<file path="config.mk">
export PLATFORM = sky130hd
export DESIGN_NAME = unsigned_decimal_field_formatter_unit
export DESIGN_NICKNAME = d
export VERILOG_FILES = /design/src/rtl/ufmt_pkg.sv /design/src/rtl/unsigned_decimal_field_formatter_unit.sv
export SDC_FILE = /design/constraint.sdc
export NUM_CORES = 1
export LEC_CHECK = 0
export BUFFER_PORTS_ARGS = -buffer_cell sky130_fd_sc_hd__buf_2
export CAP_MARGIN = 15
export CORE_MARGIN = 5
export CORE_UTILIZATION = 45
export DETAILED_ROUTE_END_ITERATION = 8
export PLACE_DENSITY = 0.64
export SETUP_SLACK_MARGIN = 0.05
export SYNTH_ARGS = -nofsm -noshare
export SYNTH_HDL_FRONTEND = slang
export SYNTH_SLANG_ARGS = --single-unit
</file>
<file path="constraint.sdc">
create_clock -name aclk -period 8.1 [get_ports aclk]
set_clock_uncertainty 0.1 [all_clocks]
set_input_delay 1.62 -clock aclk [delete_from_list [all_inputs] [get_ports aclk]]
set_output_delay 1.62 -clock aclk [all_outputs]
set_load 0.005 [all_outputs]
</file>
<file path="src/rtl/ufmt_pkg.sv">
// ----------------------------------------------------------------------------
// ufmt_pkg: shared types and constants of the unsigned decimal formatter
// Holds the input and result word layouts and the fixed widths and
// characters used by the conversion datapath.
// ----------------------------------------------------------------------------
package ufmt_pkg;

    localparam int VALUE_W    = 64;   // width of the binary value
    localparam int STEP_W     = 6;    // counts the bits of the value
    localparam int DIGITS     = 20;   // decimal digits of the largest value
    localparam int DIG_W      = 5;    // holds a digit count up to DIGITS
    localparam int BCD_W      = 4 * DIGITS;
    localparam int SPEC_W     = 7;    // width and precision fields

    localparam logic [7:0] CHAR_SPACE = 8'h20;
    localparam logic [7:0] CHAR_ZERO  = 8'h30;

    typedef struct packed {
        logic [VALUE_W-1:0] value;
        logic               width_on;
        logic [SPEC_W-1:0]  field_width;
        logic               prec_on;
        logic [SPEC_W-1:0]  min_digits;
        logic               left_align;
        logic               zero_pad;
    } in_word_t;

    typedef struct packed {
        logic [7:0] out_char;
        logic       last;
    } out_word_t;

endpackage

</file>
<file path="src/rtl/unsigned_decimal_field_formatter_unit.sv">
// ----------------------------------------------------------------------------
// unsigned_decimal_field_formatter_unit: printf-style %u field formatter
// Turns one 64-bit unsigned value and its format spec into the ASCII
// characters of the formatted field, one character per output word.
// ----------------------------------------------------------------------------
// Usage:
//   The input channel (s_valid, s_ready, s_data) takes one word holding the
//   value, the width and precision with their enables, and the left-align
//   and zero-pad flags. The output channel (m_valid, m_ready, m_data) then
//   delivers the field one character per word, with last set on the final
//   character. A field has between 1 and MAX_FIELD characters.
//   Operation: after a word is accepted, a bit-serial binary-to-BCD converter
//   takes one value bit per cycle, a leading-zero trim removes one digit
//   per cycle, a planning state works out the padding, and then one
//   character leaves per cycle while the receiver keeps m_ready high. One
//   word is in work at a time; s_ready is high whenever the block is idle,
//   also while the last character still waits in the output register.
//   If the receiver holds m_ready low, the output register keeps its word
//   and emission pauses without loss. Reset (aresetn low at a clock edge)
//   drops any field in progress and empties the output register.
// ----------------------------------------------------------------------------
module unsigned_decimal_field_formatter_unit #(
    parameter int MAX_FIELD = 64
) (
    input  logic                 aclk,
    input  logic                 aresetn,
    input  logic                 s_valid,
    output logic                 s_ready,
    input  ufmt_pkg::in_word_t   s_data,
    output logic                 m_valid,
    input  logic                 m_ready,
    output ufmt_pkg::out_word_t  m_data
);

    localparam int CW    = $clog2(MAX_FIELD + 1);
    localparam int VW    = ufmt_pkg::VALUE_W;
    localparam int SW    = ufmt_pkg::STEP_W;
    localparam int NDW   = ufmt_pkg::DIG_W;
    localparam int BW    = ufmt_pkg::BCD_W;
    localparam int NDIG  = ufmt_pkg::DIGITS;

    localparam logic [2:0] S_IDLE = 3'd0;
    localparam logic [2:0] S_CONV = 3'd1;
    localparam logic [2:0] S_TRIM = 3'd2;
    localparam logic [2:0] S_PLAN = 3'd3;
    localparam logic [2:0] S_LPAD = 3'd4;
    localparam logic [2:0] S_ZERO = 3'd5;
    localparam logic [2:0] S_DIG  = 3'd6;
    localparam logic [2:0] S_RPAD = 3'd7;

    logic [2:0]      state_reg, state_next;
    logic [VW-1:0]   bin_reg, bin_next;
    logic [BW-1:0]   bcd_reg, bcd_next;
    logic [SW-1:0]   step_reg, step_next;
    logic [NDW-1:0]  nd_reg, nd_next;
    logic [CW-1:0]   lpad_reg, lpad_next;
    logic [CW-1:0]   zero_reg, zero_next;
    logic [CW-1:0]   rpad_reg, rpad_next;
    logic            w_on_reg, w_on_next;
    logic [CW-1:0]   w_reg, w_next;
    logic            p_on_reg, p_on_next;
    logic [CW-1:0]   p_reg, p_next;
    logic            left_reg, left_next;
    logic            zpad_reg, zpad_next;
    logic            m_valid_reg, m_valid_next;
    ufmt_pkg::out_word_t m_data_reg, m_data_next;

    logic [BW-1:0]   bcd_adj;
    logic [CW-1:0]   nd_ext;
    logic [CW-1:0]   body;
    logic [CW-1:0]   pad;
    logic            out_load;
    logic [3:0]      top_digit;

    assign s_ready   = (state_reg == S_IDLE);
    assign m_valid   = m_valid_reg;
    assign m_data    = m_data_reg;
    assign out_load  = !m_valid_reg || m_ready;
    assign top_digit = bcd_reg[BW-1 -: 4];

    // Double-dabble correction: every BCD digit of 5 or more gets 3 added
    // before the shift, so the shift carries it correctly into the next digit.
    always_comb begin
        for (int d = 0; d < NDIG; d++) begin
            if (bcd_reg[4*d +: 4] >= 4'd5) begin
                bcd_adj[4*d +: 4] = bcd_reg[4*d +: 4] + 4'd3;
            end else begin
                bcd_adj[4*d +: 4] = bcd_reg[4*d +: 4];
            end
        end
    end

    // The digit body is the longer of the significant digits and the
    // precision; width padding fills whatever remains.
    assign nd_ext = CW'(nd_reg);
    assign body   = (p_on_reg && (p_reg > nd_ext)) ? p_reg : nd_ext;
    assign pad    = (w_on_reg && (w_reg > body)) ? (w_reg - body) : '0;

    always_comb begin
        state_next   = state_reg;
        bin_next     = bin_reg;
        bcd_next     = bcd_reg;
        step_next    = step_reg;
        nd_next      = nd_reg;
        lpad_next    = lpad_reg;
        zero_next    = zero_reg;
        rpad_next    = rpad_reg;
        w_on_next    = w_on_reg;
        w_next       = w_reg;
        p_on_next    = p_on_reg;
        p_next       = p_reg;
        left_next    = left_reg;
        zpad_next    = zpad_reg;
        m_valid_next = m_valid_reg;
        m_data_next  = m_data_reg;

        if (m_valid_reg && m_ready) begin
            m_valid_next = 1'b0;
        end

        case (state_reg)
            S_IDLE: begin
                if (s_valid) begin
                    bin_next  = s_data.value;
                    bcd_next  = '0;
                    step_next = '0;
                    w_on_next = s_data.width_on;
                    p_on_next = s_data.prec_on;
                    left_next = s_data.left_align;
                    zpad_next = s_data.zero_pad;
                    if (32'(s_data.field_width) > MAX_FIELD) begin
                        w_next = CW'(MAX_FIELD);
                    end else begin
                        w_next = CW'(s_data.field_width);
                    end
                    if (32'(s_data.min_digits) > MAX_FIELD) begin
                        p_next = CW'(MAX_FIELD);
                    end else begin
                        p_next = CW'(s_data.min_digits);
                    end
                    state_next = S_CONV;
                end
            end
            S_CONV: begin
                bcd_next  = {bcd_adj[BW-2:0], bin_reg[VW-1]};
                bin_next  = {bin_reg[VW-2:0], 1'b0};
                step_next = step_reg + 1'b1;
                if (step_reg == SW'(VW - 1)) begin
                    nd_next    = NDW'(NDIG);
                    state_next = S_TRIM;
                end
            end
            S_TRIM: begin
                // Drop leading zero digits, but always keep one digit.
                if ((nd_reg > NDW'(1)) && (top_digit == 4'd0)) begin
                    bcd_next = {bcd_reg[BW-5:0], 4'd0};
                    nd_next  = nd_reg - 1'b1;
                end else begin
                    state_next = S_PLAN;
                end
            end
            S_PLAN: begin
                if ((pad != '0) && !p_on_reg && zpad_reg) begin
                    lpad_next = '0;
                    zero_next = pad;
                    rpad_next = '0;
                end else begin
                    lpad_next = left_reg ? '0 : pad;
                    zero_next = body - nd_ext;
                    rpad_next = left_reg ? pad : '0;
                end
                if (!left_reg && (pad != '0) && (p_on_reg || !zpad_reg)) begin
                    state_next = S_LPAD;
                end else if ((body != nd_ext) ||
                             ((pad != '0) && !p_on_reg && zpad_reg)) begin
                    state_next = S_ZERO;
                end else begin
                    state_next = S_DIG;
                end
            end
            S_LPAD: begin
                if (out_load) begin
                    m_valid_next         = 1'b1;
                    m_data_next.out_char = ufmt_pkg::CHAR_SPACE;
                    m_data_next.last     = 1'b0;
                    lpad_next            = lpad_reg - 1'b1;
                    if (lpad_reg == CW'(1)) begin
                        state_next = (zero_reg != '0) ? S_ZERO : S_DIG;
                    end
                end
            end
            S_ZERO: begin
                if (out_load) begin
                    m_valid_next         = 1'b1;
                    m_data_next.out_char = ufmt_pkg::CHAR_ZERO;
                    m_data_next.last     = 1'b0;
                    zero_next            = zero_reg - 1'b1;
                    if (zero_reg == CW'(1)) begin
                        state_next = S_DIG;
                    end
                end
            end
            S_DIG: begin
                if (out_load) begin
                    m_valid_next         = 1'b1;
                    m_data_next.out_char = ufmt_pkg::CHAR_ZERO | {4'd0, top_digit};
                    m_data_next.last     = (nd_reg == NDW'(1)) && (rpad_reg == '0);
                    bcd_next             = {bcd_reg[BW-5:0], 4'd0};
                    nd_next              = nd_reg - 1'b1;
                    if (nd_reg == NDW'(1)) begin
                        state_next = (rpad_reg != '0) ? S_RPAD : S_IDLE;
                    end
                end
            end
            S_RPAD: begin
                if (out_load) begin
                    m_valid_next         = 1'b1;
                    m_data_next.out_char = ufmt_pkg::CHAR_SPACE;
                    m_data_next.last     = (rpad_reg == CW'(1));
                    rpad_next            = rpad_reg - 1'b1;
                    if (rpad_reg == CW'(1)) begin
                        state_next = S_IDLE;
                    end
                end
            end
            default: begin
                state_next = S_IDLE;
            end
        endcase
    end

    always_ff @(posedge aclk) begin
        if (!aresetn) begin
            state_reg   <= S_IDLE;
            m_valid_reg <= 1'b0;
        end else begin
            state_reg   <= state_next;
            m_valid_reg <= m_valid_next;
        end
    end

    always_ff @(posedge aclk) begin
        bin_reg    <= bin_next;
        bcd_reg    <= bcd_next;
        step_reg   <= step_next;
        nd_reg     <= nd_next;
        lpad_reg   <= lpad_next;
        zero_reg   <= zero_next;
        rpad_reg   <= rpad_next;
        w_on_reg   <= w_on_next;
        w_reg      <= w_next;
        p_on_reg   <= p_on_next;
        p_reg      <= p_next;
        left_reg   <= left_next;
        zpad_reg   <= zpad_next;
        m_data_reg <= m_data_next;
    end

    // An accepted word starts the converter right away.
    a_accept_starts_conv: assert property (@(posedge aclk) disable iff (!aresetn)
        (s_valid && s_ready) |=> (state_reg == S_CONV))
        else $error("accepted word did not start conversion");

    // The digit phases always have at least one digit left to send.
    a_digits_present: assert property (@(posedge aclk) disable iff (!aresetn)
        ((state_reg == S_DIG) || (state_reg == S_TRIM)) |-> (nd_reg != '0))
        else $error("digit phase entered with no digits");

    // Every emitted character is a space or a decimal digit.
    a_char_set: assert property (@(posedge aclk) disable iff (!aresetn)
        m_valid_reg |-> ((m_data_reg.out_char == ufmt_pkg::CHAR_SPACE) ||
                         ((m_data_reg.out_char >= ufmt_pkg::CHAR_ZERO) &&
                          (m_data_reg.out_char <= 8'h39))))
        else $error("output character outside the field alphabet");

    // Loading the last character of a field returns the block to idle.
    a_last_idle: assert property (@(posedge aclk) disable iff (!aresetn)
        (out_load && m_valid_next && m_data_next.last) |=> (state_reg == S_IDLE))
        else $error("field continues after its last character");

    // Emission phases only advance when the output register can take a word.
    a_no_overwrite: assert property (@(posedge aclk) disable iff (!aresetn)
        (m_valid_reg && !m_ready) |=> $stable(m_data_reg))
        else $error("pending output word was overwritten");

endmodule
</file>
* After elaboration in Yosys (flattened, before gate mapping)
Index checks and enable logic that the tools add are counted. W data, S select, Z words.
Cells by class: equality and inequality tests 25, muxes and demuxes 69, reduce and logical (&&, ||, !) cells 39, $add $sub $neg 27, order comparisons 25
Operators by type and width (number):
- $pmux W80 S4 | 1
- $mux W80 | 3
- $pmux W64 S2 | 1
- $ge A4 B3 Y1 const B | 20
- $add A4 B2 Y4 const B | 19
- $mux W4 | 19
- $mux W7 | 10
- $mux W64 | 1
- $pmux W7 S2 | 3
- $mux W3 | 13
- $mux W9 | 4
- $pmux W9 S4 | 1
- $ne A2 B2 Y1 const B | 12
- $pmux W3 S8 | 1
- $eq A7 B1 Y1 const B | 3
- $reduce_bool A7 Y1 | 3
- $sub A7 B1 Y7 const B | 3
- $mux W5 | 3
- $pmux W5 S3 | 1
- $gt A7 B7 Y1 const B | 2
- $eq A3 B3 Y1 const B | 4
- $pmux W6 S2 | 1
- $reduce_and A11 Y1 | 1
- $reduce_and A2 Y1 | 5
- other kinds (28) | 51
Storage, ports and cells: input port bits 86, output and inout bits 11, word-level logic and storage cells 202, register bits after elaboration 207

* Longest topological paths before layout
depth in word-level cells 13, mapped depth 20

* Least setup slack after synthesis
Ideal clock, no wire load.
path type input port to flip-flop, start in m_ready, end reg bcd_reg[0], enable pin, slack 1.720 ns, data required time 7.455 ns, cell stages on the path 3, arrival time 5.735 ns, setup time 0.545 ns, path through nor2b_1 > and2_1 > a21oi_1
On the way: longest elaborated chain between the ends 3
Ends and longest elaborated chain:
- start: declaration | RTL line unsigned_decimal_field_formatter_unit.sv:31 | input logic m_ready,
- $logic_or A1 B1 Y1 | RTL line unsigned_decimal_field_formatter_unit.sv:78 | assign out_load = !m_valid_reg || m_ready;
- $ne A2 B2 Y1 (no line)
- $reduce_and A4 Y1 (no line)
- end signal: assignment | RTL line unsigned_decimal_field_formatter_unit.sv:244 | bcd_reg <= bcd_next;
- end: declaration | RTL line unsigned_decimal_field_formatter_unit.sv:53 | logic [BW-1:0] bcd_reg, bcd_next;
No other way between the ends. A chain may end at the register's enable or synchronous reset.

* Worst setup path after layout
start reg nd_reg[1], end reg state_reg[1]
On the way: longest elaborated chain between the ends 13
Ends and longest elaborated chain:
- start: declaration | RTL line unsigned_decimal_field_formatter_unit.sv:55 | logic [NDW-1:0] nd_reg, nd_next;
- start signal: assignment | RTL line unsigned_decimal_field_formatter_unit.sv:246 | nd_reg <= nd_next;
- $gt A7 B5 Y1 | RTL line unsigned_decimal_field_formatter_unit.sv:96 | assign body = (p_on_reg && (p_reg > nd_ext)) ? p_reg : nd_ext;
- $logic_and A1 B1 Y1 | RTL line unsigned_decimal_field_formatter_unit.sv:96
- $mux W7 | RTL line unsigned_decimal_field_formatter_unit.sv:96
- $gt A7 B7 Y1 | RTL line unsigned_decimal_field_formatter_unit.sv:97 | assign pad = (w_on_reg && (w_reg > body)) ? (w_reg - body) : '0;
- $logic_and A1 B1 Y1 | RTL line unsigned_decimal_field_formatter_unit.sv:97
- $mux W7 | RTL line unsigned_decimal_field_formatter_unit.sv:97
- $reduce_bool A7 Y1 | RTL line unsigned_decimal_field_formatter_unit.sv:172, unsigned_decimal_field_formatter_unit.sv:175
- $logic_and A1 B1 Y1 (2 in series) | RTL line unsigned_decimal_field_formatter_unit.sv:175 | ((pad != '0) && !p_on_reg && zpad_reg)) begin
- $logic_or A1 B1 Y1 | RTL line unsigned_decimal_field_formatter_unit.sv:174 | end else if ((body != nd_ext) ||
- $mux W2 | RTL line unsigned_decimal_field_formatter_unit.sv:174
- $mux W2 | RTL line unsigned_decimal_field_formatter_unit.sv:172 | if (!left_reg && (pad != '0) && (p_on_reg || !zpad_reg)) begin
- $pmux W3 S8 | RTL line unsigned_decimal_field_formatter_unit.sv:121 | case (state_reg)
- end signal: assignment | RTL line unsigned_decimal_field_formatter_unit.sv:237 | state_reg <= state_next;
- end: declaration | RTL line unsigned_decimal_field_formatter_unit.sv:51 | logic [2:0] state_reg, state_next;
Several ways; a longest one is shown, not always the timed one.

==> results_dict.tcl <==
set metrics [dict create \
    yosysTopAreaCellShare 0.508 \
    drt-initial-drc-count 679 \
    port_buffers 93 \
    drive_gt1_frac 0.115 \
    core_um2 26000 \
    wl_per_cell_um 14.8 \
    cts_tree "built" \
    cts.clk_slew.worst_paths_ns 0.06 \
    worstMarginPinSlew_ns 1.08 \
    yosys_warnings 0 \
    crit_fanout 16 \
    synthCells 1205 \
    yosys-top-cells-count "nand2_1 (269), edfxtp_1 (200), a21oi_1 (85)" \
    cellPowerDensity_nw_per_um2 398 \
    num_io_pins 97 \
    synth-edff-count 200 \
    seq_area_frac_synth 0.515 \
    first_pass_iters 5 \
    grt_overflow 0 \
    whs_ns 0.384 \
    max_cap_viol_count 0 \
    grt_pass1_vias 8166 \
    clock.fmax_mhz 202 \
    cts_resized 0 \
    initial_core_util 0.455 \
    root_buffer "clkbuf_16" \
    drc 0 \
    setup_viol 0 \
    fp.dieH_um 172 \
    finalHoldViolations 0 \
    cp_cell_sequence "inv_1, ha_1, nor2b_1, o21a_1, o21bai_1, a21oi_1, nor2_1, a21o_1, ha_1, fa_1, nand2b_1, a2111oi_1, a311oi_2, a311oi_4, nor2_1, a2111oi_0, nor2_1" \
    cp-end-kind "flip-flop" \
    grt_pass1_wl_mm 39.5 \
    max_stage_delay_ns 0.67 \
    syn_to_final_growth_pct 13.0 \
    grtUsageTotal 0.159 \
    hold_buffers 0 \
    via_per_inst 5.27 \
    synthFlopType "edfxtp_1" \
    clk_latency_ns 0.53 \
    cts_buffers 24 \
    grt_max_degree 85 \
    clock_sinks 204 \
    diodes 0 \
    multi_input_area_um2 5310 \
    fin_area_um2 13400 \
    crit_type "reg2reg" \
    setup_tns_ns 0 \
    antenna_left 0 \
    drv_slew 0 \
    rsz0062_at_grt "false" \
    p_leak_nw 5.34 \
    synth_cell_types 60 \
    hpwl_mm 16.0 \
    crit_top_cell "nor2_1" \
    synth.area.top_cells "edfxtp_1 (51%), nand2_1 (8.5%), ha_1 (7.4%)" \
    synthArstFlopShare 0 \
    critPathLaunchType "flip-flop" \
    cts_max_path_buffers 3 \
    vias 8598 \
    die_w_um 172 \
    place_congestion 0.861 \
    layout.nets 1438 \
    relSlewSlack 0.282 \
    status "finished clean" \
    post_cts_buffers 0 \
    netlist.top_cell.by_area "edfxtp_1" \
    synth_most_common_cell "nand2_1" \
    die-area_um2 29600 \
    vdd_drop_max_mv 0.283 \
    rows 59 \
    hold_path.class "reg2reg" \
    n_fill_cell 2359 \
    ys_seq_elements 204 \
    syn_avg_cell_area_um2 9.81 \
    critPathSlowestCell "a311oi_4" \
    required_ns 8.40 \
    cts_max_level 1 \
    period_share 0.612 \
    totalWireLength_mm 24.1 \
    placed_area_um2 12600 \
    cp.arrival_ns 5.25 \
    fin_crit_ns 4.96 \
    seqCellArea_um2 6090 \
    largest_reg_flops 80 \
    antenna_found_initial 0 \
    synthesis.area_um2 11800 \
]
[metal layers]
layer	global-route usage	share of wire
met4	0.0373	0.022
met1	0.224	0.47
met2	0.261	0.47
met3	0.0219	0.039
met5	0	0
[placed cells by master, fill, tap and decap left out, types with 5 or more instances in the layout]
master	count
nor2_1	70
xnor2_1	35
edfxtp_1	200
o22ai_1	33
and2_1	6
and3_1	8
o31ai_1	11
nor2b_1	24
clkbuf_16	24
a21o_1	11
inv_1	64
a31oi_1	7
a21oi_1	84
o21ai_0	76
xor2_1	21
nor3b_1	31
nand2_1	268
o32ai_1	7
nand2b_1	28
a22oi_1	7
buf_4	7
clkinv_1	5
buf_2	93
nand3_1	12
ha_1	70
nor3_1	12
[layout make-up]
class	instances	share of cell area
Multi-Input combinational cell	884	0.397
Sequential cell	204	0.456
Clock buffer	28	0.0461
Timing Repair Buffer	101	0.0393
Tap cell	335	0.0314
Inverter	65	0.0183
Clock inverter	14	0.0119
[logic make-up (layout without fill, tap and decap cells)]
group                      Yosys count  after routing  synth area share
adders and majority gates           72             72            0.0775
buffers and inverters              118            208            0.0395
AOI/OAI and AO/OA                  266            266             0.137
and+or+nand+nor                    485            485             0.188
other                                2              3          0.000635
DFF                                204            204             0.515
muxes                                2              2           0.00169
xor gates and xnor gates            56             56            0.0415
[final timing paths]
path,from,end,cells past startpoint,slack (ns)
max,nd_reg[1],state_reg[1],17,3.14
min,bin_reg[61],bin_reg[62],2,0.38
max reg2reg,nd_reg[1],state_reg[1],17,3.14
min reg2reg,bin_reg[61],bin_reg[62],2,0.38
[through the flow]
stage	cells	setup slack [ns]	power, mW	utilization
after CTS	1630	3.20	5.37	0.514
final	1631	3.14	5.32	0.514
after floorplan	1206	1.72	3.77	-
after global placement	1588	3.33	4.22	0.484
after global routing	1631	2.77	5.76	0.514
after detailed placement	1588	3.22	4.27	0.484
[worst max-delay path: cells and delay by family (launching register included)]
kind | cells | cell delay, ns
flip-flops | 1 | 0.38
AND/OR/NAND/NOR | 5 | 0.64
adder cells (fa/ha/maj) | 3 | 0.95
buffers and inverters | 1 | 0.14
AO/OA/AOI/OAI | 8 | 2.61
[report_power, final]
part / internal, mW / switching [mW] / total, mW / leakage, nW
combinational: 0.774 / 1.31 / 2.08 / 2.93
clock: 0.639 / 0.431 / 1.07 / 0.370
sequential: 1.85 / 0.310 / 2.16 / 2.04
(Power assumes the default switching activity.)
